<file path="src/design/itar_pkg.sv">
package itar_pkg;

  // Width of the number being printed
  localparam int VALUE_BITS = 32;

  // Divider: bits retired per clock and clocks per digit
  localparam int DIV_STEPS  = 8;
  localparam int DIV_CYCLES = (VALUE_BITS + DIV_STEPS - 1) / DIV_STEPS;
  localparam int QUO_BITS   = DIV_CYCLES * DIV_STEPS;
  localparam int SC_BITS    = (DIV_CYCLES > 1) ? $clog2(DIV_CYCLES) : 1;

  // Digit store: one slot per possible base-two digit
  localparam int DIGIT_SLOTS = VALUE_BITS;
  localparam int IDX_BITS    = $clog2(DIGIT_SLOTS);
  localparam int CNT_BITS    = $clog2(DIGIT_SLOTS + 1);

  // Request queue between front and back
  localparam int QUEUE_DEPTH = 2;
  localparam int QPTR_BITS   = (QUEUE_DEPTH > 1) ? $clog2(QUEUE_DEPTH) : 1;
  localparam int QCNT_BITS   = $clog2(QUEUE_DEPTH + 1);

  // Radix codes
  localparam logic [5:0] RADIX_RAW = 6'd0;
  localparam logic [5:0] RADIX_ONE = 6'd1;
  localparam logic [5:0] RADIX_TEN = 6'd10;

  // Character codes
  localparam logic [7:0] CHAR_ZERO  = 8'h30;
  localparam logic [7:0] CHAR_A     = 8'h41;
  localparam logic [7:0] CHAR_MINUS = 8'h2D;
  localparam logic [7:0] CHAR_CR    = 8'h0D;
  localparam logic [7:0] CHAR_LF    = 8'h0A;

  typedef struct packed {
    logic [VALUE_BITS-1:0] value;
    logic [5:0]            radix;
    logic                  is_signed;
    logic                  add_newline;
  } req_t;

  typedef struct packed {
    logic [7:0] character;
    logic       last;
  } res_t;

  // Classified request as handed from front to back
  typedef struct packed {
    logic                  raw;
    logic                  negative;
    logic                  is_zero;
    logic                  newline;
    logic [5:0]            base;
    logic [VALUE_BITS-1:0] magnitude;
  } cmd_t;

  typedef struct packed {
    logic full;
    logic empty;
  } queue_status_t;

  typedef enum logic [2:0] {
    BK_IDLE,
    BK_HEAD,
    BK_DIVIDE,
    BK_FETCH,
    BK_EMIT,
    BK_CR,
    BK_LF
  } back_state_t;

  // Map a digit value to its ASCII character
  function automatic logic [7:0] digit_char(input logic [5:0] d);
    logic [7:0] c;
    if (d < 6'd10) begin
      c = CHAR_ZERO + {2'b00, d};
    end else begin
      c = CHAR_A + {2'b00, d} - 8'd10;
    end
    return c;
  endfunction

endpackage

</file>
<file path="src/design/itar_ram.sv">
module itar_ram #(
  parameter int WIDTH = 8,
  parameter int DEPTH = 32
) (
  input  logic                     clk,
  input  logic                     we,
  input  logic [$clog2(DEPTH)-1:0] waddr,
  input  logic [WIDTH-1:0]         wdata,
  input  logic [$clog2(DEPTH)-1:0] raddr,
  output logic [WIDTH-1:0]         rdata
);

  logic [WIDTH-1:0] mem [DEPTH];

  // Write port and registered read port
  always_ff @(posedge clk) begin
    if (we) begin
      mem[waddr] <= wdata;
    end
    rdata <= mem[raddr];
  end

endmodule

</file>
<file path="src/design/itar_front.sv">
module itar_front (
  input  logic                 start,
  input  itar_pkg::queue_status_t status,
  input  itar_pkg::req_t       request,
  output logic                 push,
  output itar_pkg::cmd_t       cmd
);
  import itar_pkg::*;

  logic [5:0] base;
  logic       negative;

  // Take a request whenever the queue has room
  assign push = start && !status.full;

  // Fold base one into base ten and pick out the minus-sign case
  assign base     = (request.radix == RADIX_ONE) ? RADIX_TEN : request.radix;
  assign negative = (base == RADIX_TEN) && request.is_signed
                    && request.value[VALUE_BITS-1];

  always_comb begin
    cmd.raw       = (request.radix == RADIX_RAW);
    cmd.negative  = negative;
    cmd.is_zero   = (request.value == '0);
    cmd.newline   = request.add_newline;
    cmd.base      = base;
    cmd.magnitude = negative ? (~request.value + VALUE_BITS'(1)) : request.value;
  end

endmodule

</file>
<file path="src/design/itar_queue.sv">
module itar_queue (
  input  logic                    clk,
  input  logic                    rst,
  input  logic                    push,
  input  itar_pkg::cmd_t          push_cmd,
  input  logic                    pop,
  output itar_pkg::cmd_t          head,
  output itar_pkg::queue_status_t status
);
  import itar_pkg::*;

  cmd_t                 slots [QUEUE_DEPTH];
  logic [QPTR_BITS-1:0] wr_ptr;
  logic [QPTR_BITS-1:0] rd_ptr;
  logic [QCNT_BITS-1:0] count;

  assign head         = slots[rd_ptr];
  assign status.full  = (count == QCNT_BITS'(QUEUE_DEPTH));
  assign status.empty = (count == '0);

  // Advance pointers and fill level
  always_ff @(posedge clk) begin
    if (rst) begin
      wr_ptr <= '0;
      rd_ptr <= '0;
      count  <= '0;
    end else begin
      if (push) begin
        wr_ptr <= (wr_ptr == QPTR_BITS'(QUEUE_DEPTH - 1)) ? '0 : wr_ptr + 1'b1;
      end
      if (pop) begin
        rd_ptr <= (rd_ptr == QPTR_BITS'(QUEUE_DEPTH - 1)) ? '0 : rd_ptr + 1'b1;
      end
      if (push && !pop) begin
        count <= count + 1'b1;
      end else if (pop && !push) begin
        count <= count - 1'b1;
      end
    end
  end

  // Store the incoming request
  always_ff @(posedge clk) begin
    if (push) begin
      slots[wr_ptr] <= push_cmd;
    end
  end

endmodule

</file>
<file path="src/design/itar_back.sv">
module itar_back (
  input  logic                    clk,
  input  logic                    rst,
  input  itar_pkg::queue_status_t status,
  input  itar_pkg::cmd_t          head,
  output logic                    pop,
  output logic                    strobe,
  output itar_pkg::res_t          result
);
  import itar_pkg::*;

  back_state_t state, state_next;

  cmd_t                job;
  logic [QUO_BITS-1:0] quo;
  logic [5:0]          rem;
  logic [SC_BITS-1:0]  sc;
  logic [CNT_BITS-1:0] digit_count;

  logic [QUO_BITS-1:0] quo_next;
  logic [5:0]          rem_next;
  logic                digit_done;
  logic                strobe_next;
  res_t                result_next;

  logic [CNT_BITS-1:0] cnt_m1;
  logic [CNT_BITS-1:0] cnt_m2;
  logic [CNT_BITS-1:0] rd_cnt;
  logic [5:0]          rd_digit;

  // Divider: retire DIV_STEPS quotient bits per clock
  always_comb begin
    logic [5:0] r;
    logic [QUO_BITS-1:0] q;
    logic [6:0] t;
    r = rem;
    q = quo;
    for (int i = 0; i < DIV_STEPS; i++) begin
      t = {r, q[QUO_BITS-1]};
      q = {q[QUO_BITS-2:0], 1'b0};
      if (t >= {1'b0, job.base}) begin
        r    = 6'(t - {1'b0, job.base});
        q[0] = 1'b1;
      end else begin
        r = t[5:0];
      end
    end
    quo_next = q;
    rem_next = r;
  end

  assign digit_done = (state == BK_DIVIDE) && (sc == SC_BITS'(DIV_CYCLES - 1));

  // Digit store addressing: read one ahead while emitting
  assign cnt_m1 = digit_count - CNT_BITS'(1);
  assign cnt_m2 = digit_count - CNT_BITS'(2);
  assign rd_cnt = (state == BK_EMIT) ? cnt_m2 : cnt_m1;

  itar_ram #(
    .WIDTH(6),
    .DEPTH(DIGIT_SLOTS)
  ) u_digit_store (
    .clk  (clk),
    .we   (digit_done),
    .waddr(digit_count[IDX_BITS-1:0]),
    .wdata(rem_next),
    .raddr(rd_cnt[IDX_BITS-1:0]),
    .rdata(rd_digit)
  );

  assign pop = (state == BK_IDLE) && !status.empty;

  // Sequencer: next state and the character to send
  always_comb begin
    state_next            = state;
    strobe_next           = 1'b0;
    result_next.character = CHAR_ZERO;
    result_next.last      = 1'b0;
    unique case (state)
      BK_IDLE: begin
        if (!status.empty) begin
          state_next = BK_HEAD;
        end
      end
      BK_HEAD: begin
        if (job.raw) begin
          strobe_next           = 1'b1;
          result_next.character = job.magnitude[7:0];
          result_next.last      = !job.newline;
          state_next            = job.newline ? BK_CR : BK_IDLE;
        end else if (job.negative) begin
          strobe_next           = 1'b1;
          result_next.character = CHAR_MINUS;
          state_next            = BK_DIVIDE;
        end else if (job.is_zero) begin
          strobe_next           = 1'b1;
          result_next.character = CHAR_ZERO;
          result_next.last      = !job.newline;
          state_next            = job.newline ? BK_CR : BK_IDLE;
        end else begin
          state_next = BK_DIVIDE;
        end
      end
      BK_DIVIDE: begin
        if (digit_done && (quo_next[VALUE_BITS-1:0] == '0)) begin
          state_next = BK_FETCH;
        end
      end
      BK_FETCH: begin
        state_next = BK_EMIT;
      end
      BK_EMIT: begin
        strobe_next           = 1'b1;
        result_next.character = digit_char(rd_digit);
        if (digit_count == CNT_BITS'(1)) begin
          result_next.last = !job.newline;
          state_next       = job.newline ? BK_CR : BK_IDLE;
        end
      end
      BK_CR: begin
        strobe_next           = 1'b1;
        result_next.character = CHAR_CR;
        state_next            = BK_LF;
      end
      BK_LF: begin
        strobe_next           = 1'b1;
        result_next.character = CHAR_LF;
        result_next.last      = 1'b1;
        state_next            = BK_IDLE;
      end
      default: begin
        state_next = BK_IDLE;
      end
    endcase
  end

  // State, output strobe, digit count and divider step count
  always_ff @(posedge clk) begin
    if (rst) begin
      state       <= BK_IDLE;
      strobe      <= 1'b0;
      digit_count <= '0;
      sc          <= '0;
    end else begin
      state  <= state_next;
      strobe <= strobe_next;
      if (pop) begin
        digit_count <= '0;
        sc          <= '0;
      end else if (digit_done) begin
        digit_count <= digit_count + 1'b1;
        sc          <= '0;
      end else if (state == BK_DIVIDE) begin
        sc <= sc + 1'b1;
      end else if (state == BK_EMIT) begin
        digit_count <= cnt_m1;
      end
    end
  end

  // Datapath: load the job, then hold or advance the quotient
  always_ff @(posedge clk) begin
    result <= result_next;
    if (pop) begin
      job <= head;
      quo <= QUO_BITS'(head.magnitude);
      rem <= '0;
    end else if (digit_done) begin
      quo <= quo_next;
      rem <= '0;
    end else if (state == BK_DIVIDE) begin
      quo <= quo_next;
      rem <= rem_next;
    end
  end

endmodule

</file>
<file path="src/design/integer_to_ascii_radix.sv">
// Prints one number per request as ASCII characters, most significant digit
// first, with an optional leading '-' (signed base ten) and trailing CR LF.
// Characters leave one per cycle on result, pausing while the divider works,
// each marked by strobe for exactly one clock; the receiver cannot hold them
// off, so it must take every strobe. A request is taken when start is high and
// busy is low; up to two requests wait in a queue while the back end prints,
// and busy is high while it is full. A request picked up by the back end goes
// from the idle state to the head state, which sends a raw byte, a zero or the
// minus sign; the divider, which retires eight quotient bits per clock, then
// writes a number's digits one by one into a digit store that a fetch state
// primes before the digits go out, then CR LF. Base two gives up to 32 digits.
module integer_to_ascii_radix (
  input  logic           clk,
  input  logic           rst,
  input  logic           start,
  output logic           busy,
  input  itar_pkg::req_t request,
  output logic           strobe,
  output itar_pkg::res_t result
);
  import itar_pkg::*;

  queue_status_t status;
  logic          push;
  logic          pop;
  cmd_t          push_cmd;
  cmd_t          head;

  assign busy = status.full;

  itar_front u_front (
    .start  (start),
    .status (status),
    .request(request),
    .push   (push),
    .cmd    (push_cmd)
  );

  itar_queue u_queue (
    .clk     (clk),
    .rst     (rst),
    .push    (push),
    .push_cmd(push_cmd),
    .pop     (pop),
    .head    (head),
    .status  (status)
  );

  itar_back u_back (
    .clk   (clk),
    .rst   (rst),
    .status(status),
    .head  (head),
    .pop   (pop),
    .strobe(strobe),
    .result(result)
  );

endmodule

</file>
<file path="config.mk">
export PLATFORM = sky130hd
export DESIGN_NAME = integer_to_ascii_radix
export DESIGN_NICKNAME = d
export VERILOG_FILES = /design/src/design/itar_pkg.sv /design/src/design/itar_ram.sv /design/src/design/itar_front.sv /design/src/design/itar_queue.sv /design/src/design/itar_back.sv /design/src/design/integer_to_ascii_radix.sv
export SDC_FILE = /design/constraint.sdc
export NUM_CORES = 1
export LEC_CHECK = 0
export BUFFER_PORTS_ARGS = -buffer_cell sky130_fd_sc_hd__clkbuf_2
export CAP_MARGIN = 25
export CORE_MARGIN = 1
export CORE_UTILIZATION = 35
export CTS_CLUSTER_DIAMETER = 120
export DETAILED_ROUTE_END_ITERATION = 12
export GPL_ROUTABILITY_DRIVEN = 0
export HOLD_SLACK_MARGIN = 0.12
export PLACE_DENSITY = 0.59
export SLEW_MARGIN = 20
export SYNTH_ARGS = -nofsm -noshare
export SYNTH_HDL_FRONTEND = slang
export SYNTH_SLANG_ARGS = --single-unit
</file>
<file path="constraint.sdc">
create_clock -name clk -period 20.1 [get_ports clk]
set_input_delay 3.015 -clock clk [delete_from_list [all_inputs] [get_ports clk]]
set_output_delay 3.015 -clock clk [all_outputs]
set_load 0.02 [all_outputs]
</file>
==> parameters.txt, run 1 <==
Parameter                              Value

Outcome
  Result of the run    finished, final reports clean

Synth
  Area share of xor/xnor cells in the synthesized design    between 3 and 4%
  Compound-gate portion of the synthesized area    just under 9%
  Library cell with the highest instance count after synthesis    sky130_fd_sc_hd__edfxtp_1
  Distinct cells, synth    around 80
  Top cells by instance count after synthesis    sky130_fd_sc_hd__edfxtp_1 (326), sky130_fd_sc_hd__nand2_1 (108), sky130_fd_sc_hd__nor2_1 (103)
  Ranking of synthesized cells by area    sky130_fd_sc_hd__edfxtp_1 (56%), sky130_fd_sc_hd__mux4_2 (6.1%), sky130_fd_sc_hd__ha_1 (4.3%), sky130_fd_sc_hd__dfxtp_1 (4.3%), sky130_fd_sc_hd__mux2i_1 (2.7%)
  Dominant synthesized flop cell    sky130_fd_sc_hd__edfxtp_1
  Library cell occupying the most area in the post-synthesis netlist    sky130_fd_sc_hd__edfxtp_1
  Async set-reset flop share out of synthesis    0%
  Per-instance average area after synthesis    approximately 13 um^2
  Post-synthesis simple-gate area fraction    just under 9%
  Post-synth EDFFs    about 330
  Mapped cell area    between 0.015 and 0.02 mm^2
  Net count of the mapped netlist    between 1000 and 1500
  Flip-flop and latch count after synthesis    between 300 and 400
  Sequential share of the synthesized area    approximately three fifths
  Share of the synthesized area in the top cell type    approximately 56%
  Synthesized instance count    1308
  Share of synthesized cell area in full adder, half adder and majority cells    5.237%
  Syn. warnings    0
  Share of synthesized area spent on multiplexers    approximately 11%
  Main combinational cell family by area after synthesis    multiplexers

Clock network
  TritonCTS clock tree    built
  CTS max path bufs    3
  CTS Root Cell    sky130_fd_sc_hd__clkbuf_16
  Clock transition time at the flip-flop clock pins of the worst setup and hold paths    around 0.060 ns
  Insertion delay of the later-clocked pin in the worst-skew pair    between 0.5 and 0.6 ns
  TritonCTS buffer count    37
  Clock sinks    approximately 360
  CTS H-Tree Depth    2

Routing
  Residual DRC count    0
  Initial DRT Pass Iterations    7
  Via Count    about 11000
  Final ANT Viol Nets    0
  Initial DRC count    slightly above 700
  Vias per cell    roughly 5.2
  Total Routed Length    37770 um
  Detailed-route wire length per cell    between 15 and 20 um

Timing
  Relative slew slack    about 38%
  Actual transition at the worst max-transition pin    roughly 0.93 ns
  Setup repair after global routing missed its margin    false
  Period minus WS final    18.37 ns
  Period utilisation layout    roughly nine tenths
  Slack of the critical path    1.734 ns
  Max Fclk    between 50 and 60 MHz
  Max-slew violation total from the final report    0
  Final setup fails    0
  Hold Violations, Final    0
  Maximum clock skew at final layout    0.03546 ns
  Total Negative Setup Slacks    0 ns

Hold path
  Cell depth of the worst min-delay path    2
  Start point of the worst hold path    u_back.sc[0]$_SDFFE_PP0P_
  Hold/Removal Path Class    register to register

Layout
  Antenna diode count    0
  Area overhead of the layout relative to synthesis    13.30%
  Fraction of final layout cells sized beyond drive strength 1    between 10% and 20%
  Number of nets in the finished design    1487
  Final Core Density    40.47%
  Fill cell count    between 4000 and 5000
  Multi-input logic area    about 0.0067 mm^2
  Total area of sequential cells    0.01055 mm^2

Global route
  Via count of the first global-routing pass    between 10000 and 15000
  Overflow after GRT    0
  Pin count of the biggest net entering global routing    67
  First-pass GRT wire length    59500 um
  Combined global-route utilization of all metal layers    15.08%
  Number of antenna violations at the first check in global routing    0

Setup path
  Top Family by Delay on Critical Path    compound AO/OA/AOI/OAI gates
  Worst endpoint required time    20.54 ns
  Highest cell delay on the worst timing path    0.70 ns
  Beginning of the critical path    u_back.job[33]$_DFFE_PP_
  Number of buffers and inverters on the critical path    7
  Slowest cell on crit path    sky130_fd_sc_hd__edfxtp_1
  Launching element type of the critical path    register
  Number of gates on the worst path with buffers counted    73
  Crit Path Max Fanout    33
  Cells on worst reg2reg path    73
  Start of the worst register-to-register path    u_back.job[33]$_DFFE_PP_
  Kind of critical path    register to register
  Endpoint type of the worst setup path    register
  Critical path data arrival time    between 15 and 20 ns

Floorplan
  Die area    about 0.051 mm^2
  Chip Width    around 230 um
  Die boundary height    226.4 um
  Std-Cell Core Area    just under 0.05 mm^2
  Initial core utilization    between 30 and 40%
  Ports    between 50 and 60
  Std cell rows    roughly 80

Placement
  Post-Place Worst Slack    around 0.41 ns
  Final HPWL from detailed placement    25770 um
  Quantity of I/O buffers inserted on ports    53

Run
  Count of maximum capacitance violations    0
area by class of cell:
cell class	instances	area share, %
Timing Repair Buffer	77	2.349
Multi-Input combinational cell	828	33.56
Sequential cell	364	52.82
Tap cell	664	4.159
Clock inverter	20	0.9332
Clock buffer	46	4.904
Inverter	67	1.278
final timing paths:
check	endpoint	slack, ns
max	u_back.rem[1]$_SDFFE_PP0P_	1.73
min	u_back.sc[0]$_SDFFE_PP0P_	0.50
max reg2reg	u_back.rem[1]$_SDFFE_PP0P_	1.73
min reg2reg	u_back.sc[0]$_SDFFE_PP0P_	0.50
placed cells by master, fill, tap and decap left out, types with 39 or more instances in the layout:
| cell type | Yosys | layout |
|---|---|---|
| sky130_fd_sc_hd__ha_1 | 61 | 61 |
| sky130_fd_sc_hd__o21ai_0 | 71 | 68 |
| sky130_fd_sc_hd__nand2_1 | 108 | 108 |
| sky130_fd_sc_hd__mux4_2 | 48 | 48 |
| sky130_fd_sc_hd__a21oi_1 | 46 | 46 |
| sky130_fd_sc_hd__mux2i_1 | 48 | 48 |
| sky130_fd_sc_hd__clkbuf_2 | 0 | 53 |
| sky130_fd_sc_hd__nor2_1 | 103 | 102 |
| sky130_fd_sc_hd__edfxtp_1 | 326 | 326 |
| sky130_fd_sc_hd__inv_1 | 66 | 65 |
| sky130_fd_sc_hd__mux2_2 | 39 | 39 |
cells by family after synthesis:
family                   count (synthesis)
XOR/XNOR                                70
AO/OA/AOI/OAI                          225
buffers and inverters                  116
adder cells (fa/ha/maj)                 69
multiplexers                           136
flip-flops                             364
AND/OR/NAND/NOR                        328
tightest hold or removal path: stages, from the launching register on:
cell,delay [ns]
sky130_fd_sc_hd__dfxtp_1,0.32
sky130_fd_sc_hd__nand2_1,0.07
sky130_fd_sc_hd__a21oi_1,0.06
what timing repair did:
action / CTS / global route
endpoints found under the setup margin: 0 / 201
gates resized for setup: 0 / 7
hold buffers: 0 / 0
setup buffers: 0 / 10
endpoints found under the hold margin: 0 / 0
metal layers:
layer / track usage [%] / wire length [um]
met1: 20.20 / 16880
met2: 25.49 / 18570
met3: 2.034 / 1532
met4: 4.272 / 793
met5: 0 / 0
flip-flops by register name, summed over array words and instances (netlist names), 2 cells and up, named ones only:
signal / flops
u_back.digit_count: 6
u_back.job: 18
u_back.quo: 32
u_back.rem: 6
u_back.result: 9
u_back.sc: 2
u_back.state: 3
u_back.u_digit_store.mem: 192
u_back.u_digit_store.rdata: 6
u_queue.count: 2
u_queue.slots: 84
stage by stage:
step	area [um^2]	hold WS [ns]	cells
finish	19980	0.4996	2066
floorplan	17630	0.4461	1308
global placement	18660	0.4580	1987
global route	19980	0.5260	2066
detailed placement	18660	0.4857	1987
CTS	19820	0.5063	2053
Power of run 1 is not shown: default switching activity piles up to over one toggle a cycle in this logic, so the estimate is an artifact.
==> run 2: changes to the inputs <==
ABC_AREA = 1   (was not set)
==> parameters.txt, run 2 <==
Parameter                              Value

Synth
  Distinct cells, synth    52 (-33%)
  Library cell occupying the most area in the post-synthesis netlist    sky130_fd_sc_hd__edfxtp_1
  Top cells by instance count after synthesis    sky130_fd_sc_hd__edfxtp_1 (326), sky130_fd_sc_hd__nand2_1 (260), sky130_fd_sc_hd__nor2_1 (208)
  Share of synthesized area spent on multiplexers    1.126% (-10 points)
  Post-synth EDFFs    326 (unchanged)
  Synthesized instance count    1731 (+32%)
  Compound-gate portion of the synthesized area    11.47% (+2.8 points)
  Async set-reset flop share out of synthesis    0% (unchanged)
  Area share of xor/xnor cells in the synthesized design    3.017% (-0.46 points)
  Main combinational cell family by area after synthesis    simple AND/OR/NAND/NOR gates
  Syn. warnings    0 (unchanged)
  Net count of the mapped netlist    1843 (+30%)
  Per-instance average area after synthesis    10.40 um^2 (-23%)
  Share of the synthesized area in the top cell type    54.39% (-1.1 points)
  Dominant synthesized flop cell    sky130_fd_sc_hd__edfxtp_1
  Mapped cell area    0.01800 mm^2 (+2.1%)
  Ranking of synthesized cells by area    sky130_fd_sc_hd__edfxtp_1 (54%), sky130_fd_sc_hd__nand2_1 (5.4%), sky130_fd_sc_hd__o21ai_0 (5.2%), sky130_fd_sc_hd__nor2_1 (4.3%), sky130_fd_sc_hd__ha_1 (4.2%)
  Flip-flop and latch count after synthesis    364 (unchanged)
  Library cell with the highest instance count after synthesis    sky130_fd_sc_hd__edfxtp_1
  Post-synthesis simple-gate area fraction    15.58% (+6.9 points)
  Sequential share of the synthesized area    58.61% (-1.2 points)
  Share of synthesized cell area in full adder, half adder and majority cells    5.130% (-0.11 points)

Setup path
  Top cell by count, worst path    sky130_fd_sc_hd__nand2_1
  Kind of critical path    register to register
  Critical path data arrival time    14.49 ns (-4.32 ns)
  Launching element type of the critical path    register
  Slowest cell on crit path    sky130_fd_sc_hd__edfxtp_1
  Highest cell delay on the worst timing path    0.58 ns (-0.12 ns)
  RR Endpoint    u_back.u_digit_store.mem[5][1]$_DFFE_PP_
  Crit Path Max Fanout    32 (-3.0%)
  Setup slack of the worst register-to-register path    5.89 ns (+4.16 ns)
  Cells on worst reg2reg path    80 (+9.6%)
  Start of the worst register-to-register path    u_back.job[33]$_DFFE_PP_
  Endpoint type of the worst setup path    register
  Worst endpoint required time    20.38 ns (-0.16 ns)

Layout
  Largest registers in the final layout    u_back.u_digit_store.mem: 192 flops, u_queue.slots: 84 flops, u_back.quo: 32 flops
  Area overhead of the layout relative to synthesis    13.20% (about the same)
  Register containing the most flip-flops in the final layout    u_back.u_digit_store.mem
  Number of nets in the finished design    1897 (+28%)
  Antenna diode count    0 (unchanged)
  Highest-count cells in the layout ignoring fill and taps    sky130_fd_sc_hd__edfxtp_1 (326), sky130_fd_sc_hd__nand2_1 (257), sky130_fd_sc_hd__nor2_1 (206)
  Most common cell after layout, fill and taps aside    sky130_fd_sc_hd__edfxtp_1
  Flip-flop count of the largest register after layout    192 (unchanged)
  Fill cell count    4880 (+6.4%)
  Fraction of final layout cells sized beyond drive strength 1    10.26% (-7.4 points)

Routing
  Initial DRT Pass Iterations    5 (-2)
  Residual DRC count    0 (unchanged)
  Via Count    12730 (+19%)
  Detailed-route wire length per cell    17.34 um (-5.1%)
  Final ANT Viol Nets    0 (unchanged)
  Initial DRC count    906 (+26%)
  Vias per cell    5.126 (-0.75%)
  Total Routed Length    43080 um (+14%)

Floorplan
  Chip Width    228.8 um (+1.0%)
  Die area    0.05234 mm^2 (+2.1%)
  Std-Cell Core Area    0.05048 mm^2 (+2.3%)
  Initial core utilization    35.66% (-0.066 points)
  Std cell rows    82 (+1.2%)
  Ports    54 (unchanged)
  Die boundary height    228.8 um (+1.0%)

Clock network
  CTS max path bufs    3 (unchanged)
  CTS H-Tree Depth    2 (unchanged)
  Clock transition time at the flip-flop clock pins of the worst setup and hold paths    0.06 ns (about the same)
  Insertion delay of the later-clocked pin in the worst-skew pair    0.59 ns (+0.04 ns)
  TritonCTS clock tree    built
  CTS Root Cell    sky130_fd_sc_hd__clkbuf_16
  TritonCTS buffer count    39 (+5.4%)
  Clock sinks    364 (unchanged)
  Total of cells resized after clock tree synthesis    0 (unchanged)
  Hold_buf cts    0 (unchanged)
  Buffer count from post-CTS setup fixing    0 (unchanged)

Global route
  Via count of the first global-routing pass    12570 (+18%)
  Combined global-route utilization of all metal layers    16.40% (+1.3 points)
  Overflow after GRT    0 (unchanged)
  Pin count of the biggest net entering global routing    67 (unchanged)
  First-pass GRT wire length    67850 um (+14%)
  Number of antenna violations at the first check in global routing    0 (unchanged)

Hold path
  Hold/Removal Path Class    register to register
  Cell depth of the worst min-delay path    1 (-1)
  Start point of the worst hold path    u_queue.rd_ptr$_SDFFE_PP0P_

Timing
  Relative slew slack    37.07% (-0.47 points)
  Final setup fails    0 (unchanged)
  Actual transition at the worst max-transition pin    0.9426 ns (+0.01427 ns)
  Hold Violations, Final    0 (unchanged)
  Period minus WS final    14.21 ns (-4.159 ns)
  Setup repair after global routing missed its margin    false
  Max-slew violation total from the final report    0 (unchanged)
  Maximum clock skew at final layout    0.04338 ns (+0.007919 ns)
  Period utilisation layout    70.68% (-21 points)
  Total Negative Setup Slacks    0 ns (unchanged)
  Max Fclk    70.39 MHz (+29%)

Run
  Count of maximum capacitance violations    0 (unchanged)

Placement
  Final HPWL from detailed placement    29120 um (+13%)
  Quantity of I/O buffers inserted on ports    53 (unchanged)

Outcome
  Result of the run    finished, final reports clean
run 2: changes by cell type after synthesis, sizes merged, moves of 22 or more:
cell	change
mux2i	-48
o221ai	+43
o21ai	+115
mux2	-22
nand2	+159
nor2	+113
clkbuf	+25
nand3	+63
mux4	-48
inv	+115
run 2: how the worst max path moves through the flow:
stage	slack, ns	from	depth (start not counted)	end
after floorplan	7.88	u_back.job[33]$_DFFE_PP_	81	u_back.u_digit_store.mem[0][1]$_DFFE_PP_
after global placement	6.24	u_back.job[33]$_DFFE_PP_	80	u_back.u_digit_store.mem[28][1]$_DFFE_PP_
after detailed placement	5.58	u_back.job[33]$_DFFE_PP_	80	u_back.u_digit_store.mem[28][1]$_DFFE_PP_
after CTS	5.57	u_back.job[33]$_DFFE_PP_	80	u_back.u_digit_store.mem[11][2]$_DFFE_PP_
after global routing	4.46	u_back.job[33]$_DFFE_PP_	80	u_back.u_digit_store.mem[5][1]$_DFFE_PP_
final	5.89	u_back.job[33]$_DFFE_PP_	80	u_back.u_digit_store.mem[5][1]$_DFFE_PP_
run 2: layout make-up:
| type | instances | area, um^2 | share of cell area [%] |
|---|---|---|---|
| multi-input combinational | 1124 | 6584 | 32.31 |
| clock buffer | 53 | 1069 | 5.244 |
| sequential | 364 | 10550 | 51.78 |
| tap | 672 | 840.8 | 4.126 |
| inverter | 183 | 688.2 | 3.377 |
| timing repair buffer | 73 | 485.5 | 2.383 |
| clock inverter | 15 | 157.7 | 0.7737 |
run 2: per-layer routing:
layer / GRT usage, % / up-vias / part of all wire [%]
met1: 21.21 / 6161 / 44
met5: 0 / - / 0
met3: 2.969 / 63 / 5.2
li1: - / 6196 / -
met4: 4.292 / 0 / 1.9
met2: 28.17 / 314 / 49
run 2: cell families (layout without fill, tap and decap cells):
group	after synthesis	count (layout)
AND/OR/NAND/NOR	626	626
flip-flops	364	364
AO/OA/AOI/OAI	349	349
buffers and inverters	243	324
adder cells (fa/ha/maj)	69	69
XOR/XNOR	62	62
multiplexers	18	18
run 2: stage by stage:
stage,cell area [um^2],hold slack [ns],instances,util [%],setup slack [ns]
after floorplan,18000,0.4215,1731,-,7.877
after CTS,20270,0.4681,2479,40.16,5.570
after global routing,20380,0.4956,2484,40.37,4.456
after detailed placement,19050,0.4596,2411,37.73,5.578
after global placement,19030,0.4254,2410,37.70,6.240
final,20380,0.4728,2484,40.37,5.893
run 2: critical path, delay by kind of cell (launching register included):
kind	cells	cell delay (ns)
compound gates	26	4.83
simple gates	36	4.82
fa+ha+maj	8	2.43
buf+inv	10	1.19
flops	1	0.58
Power of run 2 is left out for the same reason.
